===== config.mk =====
export PLATFORM = sky130hd
export DESIGN_NAME = piecewise_linear_curve_map_top_flat
export DESIGN_NICKNAME = d
export VERILOG_FILES = /design/src/design/plcm_pkg.sv /design/src/design/plcm_if.sv /design/src/design/plcm_table.sv /design/src/design/plcm_div.sv /design/src/design/piecewise_linear_curve_map_top.sv /design/src/flat_wrapper.sv
export SDC_FILE = /design/constraint.sdc
export NUM_CORES = 2
export LEC_CHECK = 0
export ABC_AREA = 0
export BUFFER_PORTS_ARGS = -buffer_cell sky130_fd_sc_hd__buf_2
export CAP_MARGIN = 20
export CORE_ASPECT_RATIO = 0.9
export CORE_MARGIN = 10
export CORE_UTILIZATION = 45
export DETAILED_ROUTE_END_ITERATION = 7
export PLACE_DENSITY = 0.61
export SLEW_MARGIN = 15
export SYNTH_ARGS = -nofsm -noshare
export SYNTH_HDL_FRONTEND = slang
export SYNTH_HIERARCHICAL = 1
export SYNTH_SLANG_ARGS = --single-unit

===== constraint.sdc =====
create_clock -name clk -period 23.7 [get_ports clk]
set_input_delay 4.74 -clock clk [delete_from_list [all_inputs] [get_ports clk]]
set_output_delay 4.74 -clock clk [all_outputs]
set_load 0.02 [all_outputs]

===== src/design/plcm_pkg.sv =====
package plcm_pkg;

  localparam int MAX_POINTS = 16;
  localparam int DATA_W     = 32;
  localparam int FRAC_W     = 16;
  localparam int IDX_W      = (MAX_POINTS > 2) ? $clog2(MAX_POINTS) : 1;
  localparam int CNT_W      = $clog2(MAX_POINTS + 1);
  localparam int DIV_CNT_W  = $clog2(FRAC_W + 1);
  localparam int PROD_W     = DATA_W + FRAC_W + 2;

  typedef enum logic [1:0] {
    OP_CLEAR = 2'd0,
    OP_ADD   = 2'd1,
    OP_EVAL  = 2'd2
  } op_t;

  localparam logic STATUS_OK   = 1'b0;
  localparam logic STATUS_FULL = 1'b1;

  typedef struct packed {
    logic             clear;
    logic             insert;
    logic [CNT_W-1:0] pos;
  } tbl_ctl_t;

endpackage


===== src/design/plcm_if.sv =====
interface plcm_in_if;
  import plcm_pkg::*;

  logic                     valid;
  logic                     ready;
  logic [1:0]               op;
  logic signed [DATA_W-1:0] point_x;
  logic signed [DATA_W-1:0] point_y;
  logic signed [DATA_W-1:0] sample;

  modport source (output valid, output op, output point_x, output point_y, output sample,
                  input ready);
  modport sink (input valid, input op, input point_x, input point_y, input sample,
                output ready);
endinterface

interface plcm_out_if;
  import plcm_pkg::*;

  logic                     valid;
  logic                     ready;
  logic signed [DATA_W-1:0] mapped_value;
  logic                     status;

  modport source (output valid, output mapped_value, output status, input ready);
  modport sink (input valid, input mapped_value, input status, output ready);
endinterface


===== src/design/plcm_table.sv =====
module plcm_table (
  input  logic                               clk,
  input  logic                               rst_n,
  input  plcm_pkg::tbl_ctl_t                 ctl,
  input  logic signed [plcm_pkg::DATA_W-1:0] ins_x,
  input  logic signed [plcm_pkg::DATA_W-1:0] ins_y,
  input  logic [plcm_pkg::IDX_W-1:0]         rd_idx,
  output logic signed [plcm_pkg::DATA_W-1:0] rd_x,
  output logic signed [plcm_pkg::DATA_W-1:0] rd_y,
  output logic [plcm_pkg::CNT_W-1:0]         count
);
  import plcm_pkg::*;

  logic signed [DATA_W-1:0] xs_r [MAX_POINTS];
  logic signed [DATA_W-1:0] ys_r [MAX_POINTS];
  logic [CNT_W-1:0]         count_r;

  always_ff @(posedge clk) begin
    if (!rst_n) begin
      count_r <= '0;
    end else if (ctl.clear) begin
      count_r <= '0;
    end else if (ctl.insert) begin
      count_r <= count_r + CNT_W'(1);
    end
  end

  // An insert opens a gap at pos by moving every stored point at or above pos up one entry.
  for (genvar k = 0; k < MAX_POINTS; k++) begin : g_entry
    always_ff @(posedge clk) begin
      if (ctl.insert) begin
        if (CNT_W'(k) == ctl.pos) begin
          xs_r[k] <= ins_x;
          ys_r[k] <= ins_y;
        end else if (k > 0 && CNT_W'(k) > ctl.pos && CNT_W'(k) <= count_r) begin
          xs_r[k] <= xs_r[(k > 0) ? k - 1 : 0];
          ys_r[k] <= ys_r[(k > 0) ? k - 1 : 0];
        end
      end
    end
  end

  assign rd_x  = xs_r[rd_idx];
  assign rd_y  = ys_r[rd_idx];
  assign count = count_r;

endmodule


===== src/design/plcm_div.sv =====
module plcm_div (
  input  logic                         clk,
  input  logic                         rst_n,
  input  logic                         start,
  input  logic [plcm_pkg::DATA_W-1:0]  num,
  input  logic [plcm_pkg::DATA_W-1:0]  den,
  output logic                         done,
  output logic [plcm_pkg::FRAC_W-1:0]  quot
);
  import plcm_pkg::*;

  logic                 busy_r;
  logic                 done_r;
  logic [DIV_CNT_W-1:0] cnt_r;
  logic [DATA_W-1:0]    rem_r;
  logic [DATA_W-1:0]    rem_nxt;
  logic [DATA_W-1:0]    den_r;
  logic [FRAC_W-1:0]    quot_r;
  logic [FRAC_W-1:0]    quot_nxt;
  logic [DATA_W:0]      shifted;
  logic [DATA_W+1:0]    diff;
  logic                 fits;

  // Restoring division, one quotient bit a cycle; the remainder stays below den.
  always_comb begin
    shifted  = {rem_r, 1'b0};
    diff     = {1'b0, shifted} - {2'b00, den_r};
    fits     = !diff[DATA_W+1];
    rem_nxt  = fits ? diff[DATA_W-1:0] : shifted[DATA_W-1:0];
    quot_nxt = {quot_r[FRAC_W-2:0], fits};
  end

  always_ff @(posedge clk) begin
    if (!rst_n) begin
      busy_r <= 1'b0;
      done_r <= 1'b0;
      cnt_r  <= '0;
    end else begin
      done_r <= 1'b0;
      if (start) begin
        busy_r <= 1'b1;
        cnt_r  <= DIV_CNT_W'(FRAC_W);
      end else if (busy_r) begin
        cnt_r <= cnt_r - DIV_CNT_W'(1);
        if (cnt_r == DIV_CNT_W'(1)) begin
          busy_r <= 1'b0;
          done_r <= 1'b1;
        end
      end
    end
  end

  always_ff @(posedge clk) begin
    if (start) begin
      rem_r  <= num;
      den_r  <= den;
      quot_r <= '0;
    end else if (busy_r) begin
      rem_r  <= rem_nxt;
      quot_r <= quot_nxt;
    end
  end

  assign done = done_r;
  assign quot = quot_r;

endmodule


===== src/design/piecewise_linear_curve_map_top.sv =====
// Piecewise linear curve map over a sorted table of up to 16 control points.
// Input words arrive on in_chan (valid/ready): op selects clear, add point or
// evaluate sample. Every input word produces exactly one output word on
// out_chan (valid/ready) carrying mapped_value and status.
// in_chan.ready is high only while the sequencer is idle, so one word is in
// work at a time. Clear and unused codes go straight to the finish state. An
// add walks the table one entry per cycle to find its slot, then shifts and
// writes as the slot is found. An evaluate walks the table one entry per
// cycle, loads the lower neighbor, then runs a restoring divider that
// produces one bit of the 16-bit weight per cycle, followed by a multiply
// state and an add state.
// Evaluates at the table ends or with fewer than two points finish early.
// A finished word sits in the output register; the next input word is taken
// while it waits, and a later result holds until the receiver takes it.
// Reset empties the table; no clearing pass is needed.
module piecewise_linear_curve_map_top (
  input logic        clk,
  input logic        rst_n,
  plcm_in_if.sink    in_chan,
  plcm_out_if.source out_chan
);
  import plcm_pkg::*;

  typedef enum logic [3:0] {
    ST_IDLE,
    ST_ADD_SRCH,
    ST_EVAL_SRCH,
    ST_LOAD_LAST,
    ST_LOAD_LO,
    ST_DIV,
    ST_MUL,
    ST_SUM,
    ST_FINISH
  } state_t;

  state_t                   state_r, state_nxt;
  logic [CNT_W-1:0]         idx_r, idx_nxt;
  logic signed [DATA_W-1:0] px_r, px_nxt;
  logic signed [DATA_W-1:0] py_r, py_nxt;
  logic signed [DATA_W-1:0] smp_r, smp_nxt;
  logic signed [DATA_W-1:0] x_hi_r, x_hi_nxt;
  logic signed [DATA_W-1:0] y_hi_r, y_hi_nxt;
  logic signed [DATA_W-1:0] y_lo_r, y_lo_nxt;
  logic signed [DATA_W:0]   dy_r, dy_nxt;
  logic signed [PROD_W-1:0] prod_r, prod_nxt;
  logic signed [DATA_W-1:0] res_value_r, res_value_nxt;
  logic                     res_status_r, res_status_nxt;
  logic                     out_valid_r, out_valid_nxt;
  logic signed [DATA_W-1:0] out_value_r, out_value_nxt;
  logic                     out_status_r, out_status_nxt;

  tbl_ctl_t                 tbl_ctl;
  logic signed [DATA_W-1:0] rd_x;
  logic signed [DATA_W-1:0] rd_y;
  logic [CNT_W-1:0]         count;
  logic                     div_start;
  logic [DATA_W-1:0]        div_num;
  logic [DATA_W-1:0]        div_den;
  logic                     div_done;
  logic [FRAC_W-1:0]        alpha;

  plcm_table u_table (
    .clk    (clk),
    .rst_n  (rst_n),
    .ctl    (tbl_ctl),
    .ins_x  (px_r),
    .ins_y  (py_r),
    .rd_idx (idx_r[IDX_W-1:0]),
    .rd_x   (rd_x),
    .rd_y   (rd_y),
    .count  (count)
  );

  plcm_div u_div (
    .clk   (clk),
    .rst_n (rst_n),
    .start (div_start),
    .num   (div_num),
    .den   (div_den),
    .done  (div_done),
    .quot  (alpha)
  );

  // The lower neighbor is on the read port in ST_LOAD_LO; both differences are nonnegative.
  assign div_num = DATA_W'(smp_r - rd_x);
  assign div_den = DATA_W'(x_hi_r - rd_x);

  always_comb begin
    state_nxt      = state_r;
    idx_nxt        = idx_r;
    px_nxt         = px_r;
    py_nxt         = py_r;
    smp_nxt        = smp_r;
    x_hi_nxt       = x_hi_r;
    y_hi_nxt       = y_hi_r;
    y_lo_nxt       = y_lo_r;
    dy_nxt         = dy_r;
    prod_nxt       = prod_r;
    res_value_nxt  = res_value_r;
    res_status_nxt = res_status_r;
    out_valid_nxt  = out_valid_r;
    out_value_nxt  = out_value_r;
    out_status_nxt = out_status_r;
    tbl_ctl        = '0;
    div_start      = 1'b0;

    if (out_valid_r && out_chan.ready) begin
      out_valid_nxt = 1'b0;
    end

    case (state_r)
      ST_IDLE: begin
        if (in_chan.valid) begin
          px_nxt         = in_chan.point_x;
          py_nxt         = in_chan.point_y;
          smp_nxt        = in_chan.sample;
          idx_nxt        = '0;
          res_value_nxt  = '0;
          res_status_nxt = STATUS_OK;
          state_nxt      = ST_FINISH;
          case (in_chan.op)
            OP_CLEAR: begin
              tbl_ctl.clear = 1'b1;
            end
            OP_ADD: begin
              if (count == CNT_W'(MAX_POINTS)) begin
                res_status_nxt = STATUS_FULL;
              end else begin
                state_nxt = ST_ADD_SRCH;
              end
            end
            OP_EVAL: begin
              if (count < CNT_W'(2)) begin
                res_value_nxt = in_chan.sample;
              end else begin
                state_nxt = ST_EVAL_SRCH;
              end
            end
            default: begin
            end
          endcase
        end
      end
      ST_ADD_SRCH: begin
        // The new point goes after every stored point with equal or smaller x.
        if (idx_r == count || rd_x > px_r) begin
          tbl_ctl.insert = 1'b1;
          tbl_ctl.pos    = idx_r;
          state_nxt      = ST_FINISH;
        end else begin
          idx_nxt = idx_r + CNT_W'(1);
        end
      end
      ST_EVAL_SRCH: begin
        if (idx_r == count) begin
          idx_nxt   = idx_r - CNT_W'(1);
          state_nxt = ST_LOAD_LAST;
        end else if (smp_r < rd_x) begin
          if (idx_r == '0) begin
            res_value_nxt = rd_y;
            state_nxt     = ST_FINISH;
          end else begin
            x_hi_nxt  = rd_x;
            y_hi_nxt  = rd_y;
            idx_nxt   = idx_r - CNT_W'(1);
            state_nxt = ST_LOAD_LO;
          end
        end else begin
          idx_nxt = idx_r + CNT_W'(1);
        end
      end
      ST_LOAD_LAST: begin
        res_value_nxt = rd_y;
        state_nxt     = ST_FINISH;
      end
      ST_LOAD_LO: begin
        y_lo_nxt  = rd_y;
        dy_nxt    = {y_hi_r[DATA_W-1], y_hi_r} - {rd_y[DATA_W-1], rd_y};
        div_start = 1'b1;
        state_nxt = ST_DIV;
      end
      ST_DIV: begin
        if (div_done) begin
          state_nxt = ST_MUL;
        end
      end
      ST_MUL: begin
        prod_nxt  = dy_r * $signed({1'b0, alpha});
        state_nxt = ST_SUM;
      end
      ST_SUM: begin
        // Dropping the low fraction bits of a signed product rounds toward minus infinity.
        res_value_nxt = y_lo_r + prod_r[FRAC_W+DATA_W-1:FRAC_W];
        state_nxt     = ST_FINISH;
      end
      ST_FINISH: begin
        if (!out_valid_r || out_chan.ready) begin
          out_valid_nxt  = 1'b1;
          out_value_nxt  = res_value_r;
          out_status_nxt = res_status_r;
          state_nxt      = ST_IDLE;
        end
      end
      default: begin
        state_nxt = ST_IDLE;
      end
    endcase
  end

  always_ff @(posedge clk) begin
    if (!rst_n) begin
      state_r     <= ST_IDLE;
      out_valid_r <= 1'b0;
    end else begin
      state_r      <= state_nxt;
      out_valid_r  <= out_valid_nxt;
      idx_r        <= idx_nxt;
      px_r         <= px_nxt;
      py_r         <= py_nxt;
      smp_r        <= smp_nxt;
      x_hi_r       <= x_hi_nxt;
      y_hi_r       <= y_hi_nxt;
      y_lo_r       <= y_lo_nxt;
      dy_r         <= dy_nxt;
      prod_r       <= prod_nxt;
      res_value_r  <= res_value_nxt;
      res_status_r <= res_status_nxt;
      out_value_r  <= out_value_nxt;
      out_status_r <= out_status_nxt;
    end
  end

  assign in_chan.ready         = (state_r == ST_IDLE);
  assign out_chan.valid        = out_valid_r;
  assign out_chan.mapped_value = out_value_r;
  assign out_chan.status       = out_status_r;

endmodule


===== src/flat_wrapper.sv =====
// flat-port wrapper written by rule: the top's interface ports become plain ports
module piecewise_linear_curve_map_top_flat import plcm_pkg::*;
  (clk, rst_n, in_chan_valid, in_chan_op, in_chan_point_x, in_chan_point_y, in_chan_sample, in_chan_ready, out_chan_valid, out_chan_mapped_value, out_chan_status, out_chan_ready);
  plcm_in_if in_chan_i ();
  plcm_out_if out_chan_i ();
  input logic clk;
  input logic rst_n;
  input wire logic [$bits(in_chan_i.valid)-1:0] in_chan_valid;
  input wire logic [$bits(in_chan_i.op)-1:0] in_chan_op;
  input wire logic [$bits(in_chan_i.point_x)-1:0] in_chan_point_x;
  input wire logic [$bits(in_chan_i.point_y)-1:0] in_chan_point_y;
  input wire logic [$bits(in_chan_i.sample)-1:0] in_chan_sample;
  output wire logic [$bits(in_chan_i.ready)-1:0] in_chan_ready;
  output wire logic [$bits(out_chan_i.valid)-1:0] out_chan_valid;
  output wire logic [$bits(out_chan_i.mapped_value)-1:0] out_chan_mapped_value;
  output wire logic [$bits(out_chan_i.status)-1:0] out_chan_status;
  input wire logic [$bits(out_chan_i.ready)-1:0] out_chan_ready;
  assign in_chan_i.valid = in_chan_valid;
  assign in_chan_i.op = in_chan_op;
  assign in_chan_i.point_x = in_chan_point_x;
  assign in_chan_i.point_y = in_chan_point_y;
  assign in_chan_i.sample = in_chan_sample;
  assign in_chan_ready = in_chan_i.ready;
  assign out_chan_valid = out_chan_i.valid;
  assign out_chan_mapped_value = out_chan_i.mapped_value;
  assign out_chan_status = out_chan_i.status;
  assign out_chan_i.ready = out_chan_ready;
  piecewise_linear_curve_map_top u_core (.clk(clk), .rst_n(rst_n), .in_chan(in_chan_i), .out_chan(out_chan_i));
endmodule

* After elaboration in Yosys (flattened, before gate mapping)
Memories as Yosys holds them, arrays and structs flattened. A register that Yosys moved wholly into a read port is not among the register bits.
Index checks and enable logic that the tools add are counted.
** Operators by class
- Multiply operators :: 1
- Reduce and logical (&&, ||, !) cells :: 39
- $lt $le $gt $ge :: 33
- $add $sub $neg :: 9
- Eq/ne operators :: 38
- Multiplexer cells :: 183
- Bitwise logic cells :: 34
** Operators by type and width (number)
- $mux 32 :: 39
- $pmux 32 s4 :: 1
- $mux 1 :: 120
- $sub 32x32->32 :: 2
- $mul 33x17->48 :: 1
- $mux 4 :: 11
- $eq 4x5->1 const A :: 8
- $gt 4x5->1 const A :: 8
- $le 4x5->1 const A :: 8
- $mux 5 :: 7
- $sub 33x32->34 :: 1
- $sub 32x32->33 :: 1
- $add 32x32->32 :: 1
- $gt 32x32->1 :: 1
- $lt 32x32->1 :: 1
- $pmux 4 s8 :: 1
- $or 1x1->1 :: 30
- $eq 3x5->1 const A :: 4
- $gt 3x5->1 const A :: 4
- $le 3x5->1 const A :: 4
- $eq 4x3->1 const B :: 4
- $logic_and 1x1->1 :: 16
- $pmux 5 s3 :: 1
- $reduce_and 5->1 :: 3
- other kinds (37) :: 60
** Storage, ports and cells
- Bits of input ports :: 102
- Register bits after elaboration :: 441
- Word-level logic and storage cells :: 362
- Output and inout bits :: 35
- Memories :: 2
- RAM bits :: 1024
** Memories
- u_core.u_table.xs_r :: depth 16, width 32, read ports 16, clocked after Yosys merged registers in 1, write ports 16, RTL line plcm_table.sv:14 : logic signed [DATA_W-1:0] xs_r [MAX_POINTS];
- u_core.u_table.ys_r :: depth 16, width 32, read ports 16, clocked after Yosys merged registers in 1, write ports 16, RTL line plcm_table.sv:15 : logic signed [DATA_W-1:0] ys_r [MAX_POINTS];

* Logic depth before layout (Yosys ltp)
- Word-level depth :: 11
- Gate-level depth with buffers :: 25
- Depth with buffers taken out :: 24

* Hierarchy
Netlist, hierarchy kept.
** By module, submodules not included
- plcm_table :: instances 1, cells an instance 2796, area an instance 50712.4 sq um, sequential area each 30849.6 sq um
- piecewise_linear_curve_map_top :: instances 1, cells an instance 3452, area an instance 35465.3 sq um, sequential area each 9949.5 sq um
- plcm_div :: instances 1, cells an instance 505, area an instance 5300.1 sq um, sequential area each 2382.3 sq um

* Worst setup path after synthesis
No wires, ideal clock.
- Path type :: input -> register
- Start point :: input rst_n
- End point :: register u_core.x_hi_r[0] (enable)
- Path slack :: 11534 ps
- Required time :: 23030 ps
- Library setup time :: 670 ps
- Stages on the path :: 2
- Path buffers :: 0
- Data arrival time :: 11496 ps
- Cell sequence :: inv_1 > nor4b_1
** Between the ends
- Cells in the longest elaborated chain, start to end :: 1
** Ends and longest elaborated chain
- from (decl) :: RTL line flat_wrapper.sv:7 : input logic rst_n;
- $reduce_and 5->1 (no line)
- to (signal assigned) :: RTL line piecewise_linear_curve_map_top.sv:221 : x_hi_r <= x_hi_nxt;
- to (decl) :: RTL line piecewise_linear_curve_map_top.sv:41 : logic signed [DATA_W-1:0] x_hi_r, x_hi_nxt;
Every way passes these cells.
A chain may end at the register's enable or synchronous reset.

==> flow_summary.ini <==
[worst_hold_path]
hold_class = reg -> reg

[critical_path]
cp-end-kind = flip-flop
cp_slowest_cell = buf_4
required_ps = 24280
critPathLaunchType = flip-flop
critPathBufInv = 5
cp_top_family = buffers and inverters
crit_chain = buf_4 -> buf_12 -> buf_4 -> mux4_2 -> a22oi_1 -> nand2_1 -> ha_1 -> a21oi_1 -> o21ai_0 -> a221oi_1 -> nor3_1 -> nor2_1 -> o22ai_1 -> nor2_1 -> nor2_1 -> and2_1 -> or4b_1 -> nor3_4 -> buf_4 -> buf_4 -> mux2_2
path_class = reg -> reg
crit_fanout = 98
critical_path.max_stage_delay_ps = 960
crit_arrival_ps = 10410
crit_top_cell = buf_4

[floorplanning]
die_h_um = 447.7
fp-row-count = 156
initial_core_util_pct = 45.41
die_w_um = 495.3
die-area_um2 = 221700
io_pins = 137
core_area_um2 = 201400

[sta]
relSlewSlack_pct = 25.95
timing.hold.ws_ps = 420.1
hold_viol = 0
fin_setup_tns_ps = 0
finalCriticalPeriod_ps = 9833
fmax_ghz = 0.1017
finalSetupViolCount = 0
rsz0062_at_grt = no
slew_violations = 0
tightest_slew_ps = 1111
finalCritPeriodShare_pct = 41.49
finClkSkew_ps = 59.16

[run]
maxCapViolCount = 0

[clock_network]
cts_tree = yes
cts_root_buf = clkbuf_16
cts.clk_slew.worst_paths_ps = 70
ctsResizeCount = 0
clk_latency_ps = 830
cts_made_buffers = 149
htree_levels = 4
cts_hold_buffers = 0
clkSinkCount = 1449
postCtsSetupBuffers = 0
cts_max_path_buffers = 3

[synth]
ys_warn_count = 6
netlist_instances = 6753
synth_top_area_share_pct = 46.48
syn_area_um2 = 91480
synth_adder_area_share_pct = 15.08
mappedNetlistNets = 7661
synth_mux_area_share_pct = 19.09
synth.avg_cell_area_um2 = 13.55
yosys.area_share.simple_pct = 6.032
async_flop_share_pct = 0
synth_top_family_by_area = multiplexers
synth_area_leaders = edfxtp_1 (46%), mux2_2 (11%), fa_1 (11%)
synth_flop_cell = edfxtp_1
synth_edf_count = 1416
yosys.cell_types.count = 97
synth_compound_area_share_pct = 6.009
ys_ff_latch = 1449
synthXorXnorAreaFrac_pct = 1.790
post-synth-top-area-cell = edfxtp_1
ys_seq_area_share_pct = 47.20

[finish]
nets = 7659
fin_area_um2 = 99560
num-fill-cells = 17422
area_growth_pct = 8.830
finish.utilization_pct = 49.42
drive_gt1_share_pct = 25.49
ff_latch_area_um2 = 43190
multi_input_area_um2 = 44230

[drt]
postRouteAntennaNets = 0
drc = 0
viasPerCell = 5.944
wire_per_inst_um = 27.12
drt_iter0_drc = 5501
wirelength_um = 259300
vias = 56830
first_pass_iters = 5

[placed_design]
place_congestion = 0.8754
dpl_cell_area_um2 = 94850
io_buffers = 136
hpwl_um = 172700

[global_routing]
gr-total-overflow = 0
grt_pass1_wl_um = 385000
grt_max_degree = 99
antenna_found_initial = 20
grt_usage_pct = 23.04
grt_pass1_vias = 57642

[pwr]
p_switching_mw = 1.491
p_leak_nw = 37.30
swShare_pct = 25.35
power_density_nw_per_um2 = 59.05
ir_drop_mv = 0.07624
p_int_mw = 4.388
p_seq_share_pct = 49.1
clkPwrFrac_pct = 39.4
pwr-share-comb_pct = 11.5

[run_status]
status = completed
## worst reg2reg max path: stages, from the launching register on
cell,delay (ps)
edfxtp_1,330
buf_4,640
buf_12,670
buf_4,1020
mux4_2,480
a22oi_1,250
nand2_1,350
ha_1,440
a21oi_1,130
o21ai_0,190
a221oi_1,740
nor3_1,90
nor2_1,160
o22ai_1,140
nor2_1,400
nor2_1,310
and2_1,380
or4b_1,820
nor3_4,230
buf_4,580
buf_4,820
mux2_2,450
## through the flow
step	power, mW	setup WS [ps]	instances
final	5.879	13870	9561
after global routing	6.091	13310	9559
after CTS	5.930	13860	9558
after detailed placement	3.612	13810	9285
after global placement	3.601	13910	9285
after floorplan	3.374	11530	6753
## per-layer routing
| layer | vias to the layer above | routed length [um] | part of all wire, % | GRT usage [%] |
|---|---|---|---|---|
| met5 | - | 27 | 0.010 | 0 |
| met4 | 4 | 5888 | 2.3 | 5.149 |
| met3 | 384 | 22130 | 8.5 | 5.514 |
| met2 | 2279 | 118000 | 46 | 36.17 |
| met1 | 29659 | 113200 | 44 | 32.53 |
| li1 | 24504 | - | - | - |
## cell usage in the layout (no fill, tap or decap), drive strengths merged, types with 21 or more instances in the layout
cell type     n
a211oi       24
a21o         91
a21oi       195
a22oi       153
a31oi        21
and2        241
buf         225
clkbuf      188
clkinv       66
dfxtp        33
edfxtp     1416
fa          494
ha          312
inv         730
mux2        998
mux2i        23
mux4        256
nand2       458
nand2b       26
nand3        43
nand4        25
nor2        160
nor2b        40
nor3         51
o21a         32
o21ai       124
o21bai       28
xnor2       127
xor2         60
## cell families (layout without fill, tap and decap cells)
kind of cell / after synthesis / count (layout)
flip-flops: 1449 / 1449
multiplexers: 1277 / 1277
AND/OR/NAND/NOR: 1125 / 1125
buffers and inverters: 1100 / 1220
AO/OA/AOI/OAI: 809 / 809
adder cells (fa/ha/maj): 806 / 806
XOR/XNOR: 187 / 187
other: 0 / 2
## cell usage after synthesis, types with 22 or more instances
master / number
a21oi_1: 193
nand3_1: 43
o21ai_1: 23
nand4_1: 25
xor2_1: 60
ha_1: 312
dfxtp_1: 33
nand2_1: 456
mux2_4: 60
a22oi_1: 153
mux2i_1: 23
o21ai_0: 99
clkbuf_1: 239
fa_1: 494
o21bai_1: 28
buf_2: 105
a211oi_1: 22
and2_1: 241
a21o_1: 91
edfxtp_1: 1416
inv_1: 722
xnor2_1: 127
mux4_2: 256
nor3_1: 49
o21a_1: 32
nor2_1: 158
mux2_2: 923
nor2b_1: 38
nand2b_1: 25
## registers in the layout, indices dropped and copies added (netlist names), 16 cells and up
name,count
u_core/u_div/rem_r,32
u_core/y_lo_r,32
u_core/u_table/xs_r,512
u_core/px_r,32
u_core/x_hi_r,32
u_core/py_r,32
u_core/u_table/ys_r,512
u_core/smp_r,32
u_core/u_div/quot,16
u_core/out_chan.mapped_value,32
u_core/prod_r,32
u_core/res_value_r,32
u_core/u_div/den_r,32
u_core/dy_r,33
u_core/y_hi_r,32
## power groups by stage
| stage | clock network, mW | logic, mW | registers (mW) |
|---|---|---|---|
| detailed placement | 0 | 0.671 | 2.94 |
| CTS | 2.37 | 0.676 | 2.89 |
| floorplan | 0 | 0.463 | 2.91 |
| finish | 2.32 | 0.674 | 2.89 |
| global route | 2.47 | 0.736 | 2.89 |
| global placement | 0 | 0.660 | 2.94 |
## worst paths after layout
check | from | endpoint | slack, ps | cells past startpoint
worst max register to register | u_core/idx_r[1]$_DFFE_PP_ | u_core/u_table/xs_r[2][0]$_DFFE_PP_ | 13870 | 21
worst min-delay path | u_core/res_value_r[22]$_DFFE_PP_ | u_core/out_chan.mapped_value[22]$_DFFE_PP_ | 420 | 0
worst max-delay path | u_core/idx_r[1]$_DFFE_PP_ | u_core/u_table/xs_r[2][0]$_DFFE_PP_ | 13870 | 21
worst min register to register | u_core/res_value_r[22]$_DFFE_PP_ | u_core/out_chan.mapped_value[22]$_DFFE_PP_ | 420 | 0
## cell type report
cell class / instances / area share, %
clock inverters: 85 / 0.7578
flip-flops and latches: 1449 / 43.39
repair buffers: 225 / 1.367
clock buffers: 188 / 3.956
well taps: 2686 / 3.376
inverters: 722 / 2.722
diodes: 2 / 0.005027
multi-input cells: 4204 / 44.43
Power figures use the tool's default switching activity.
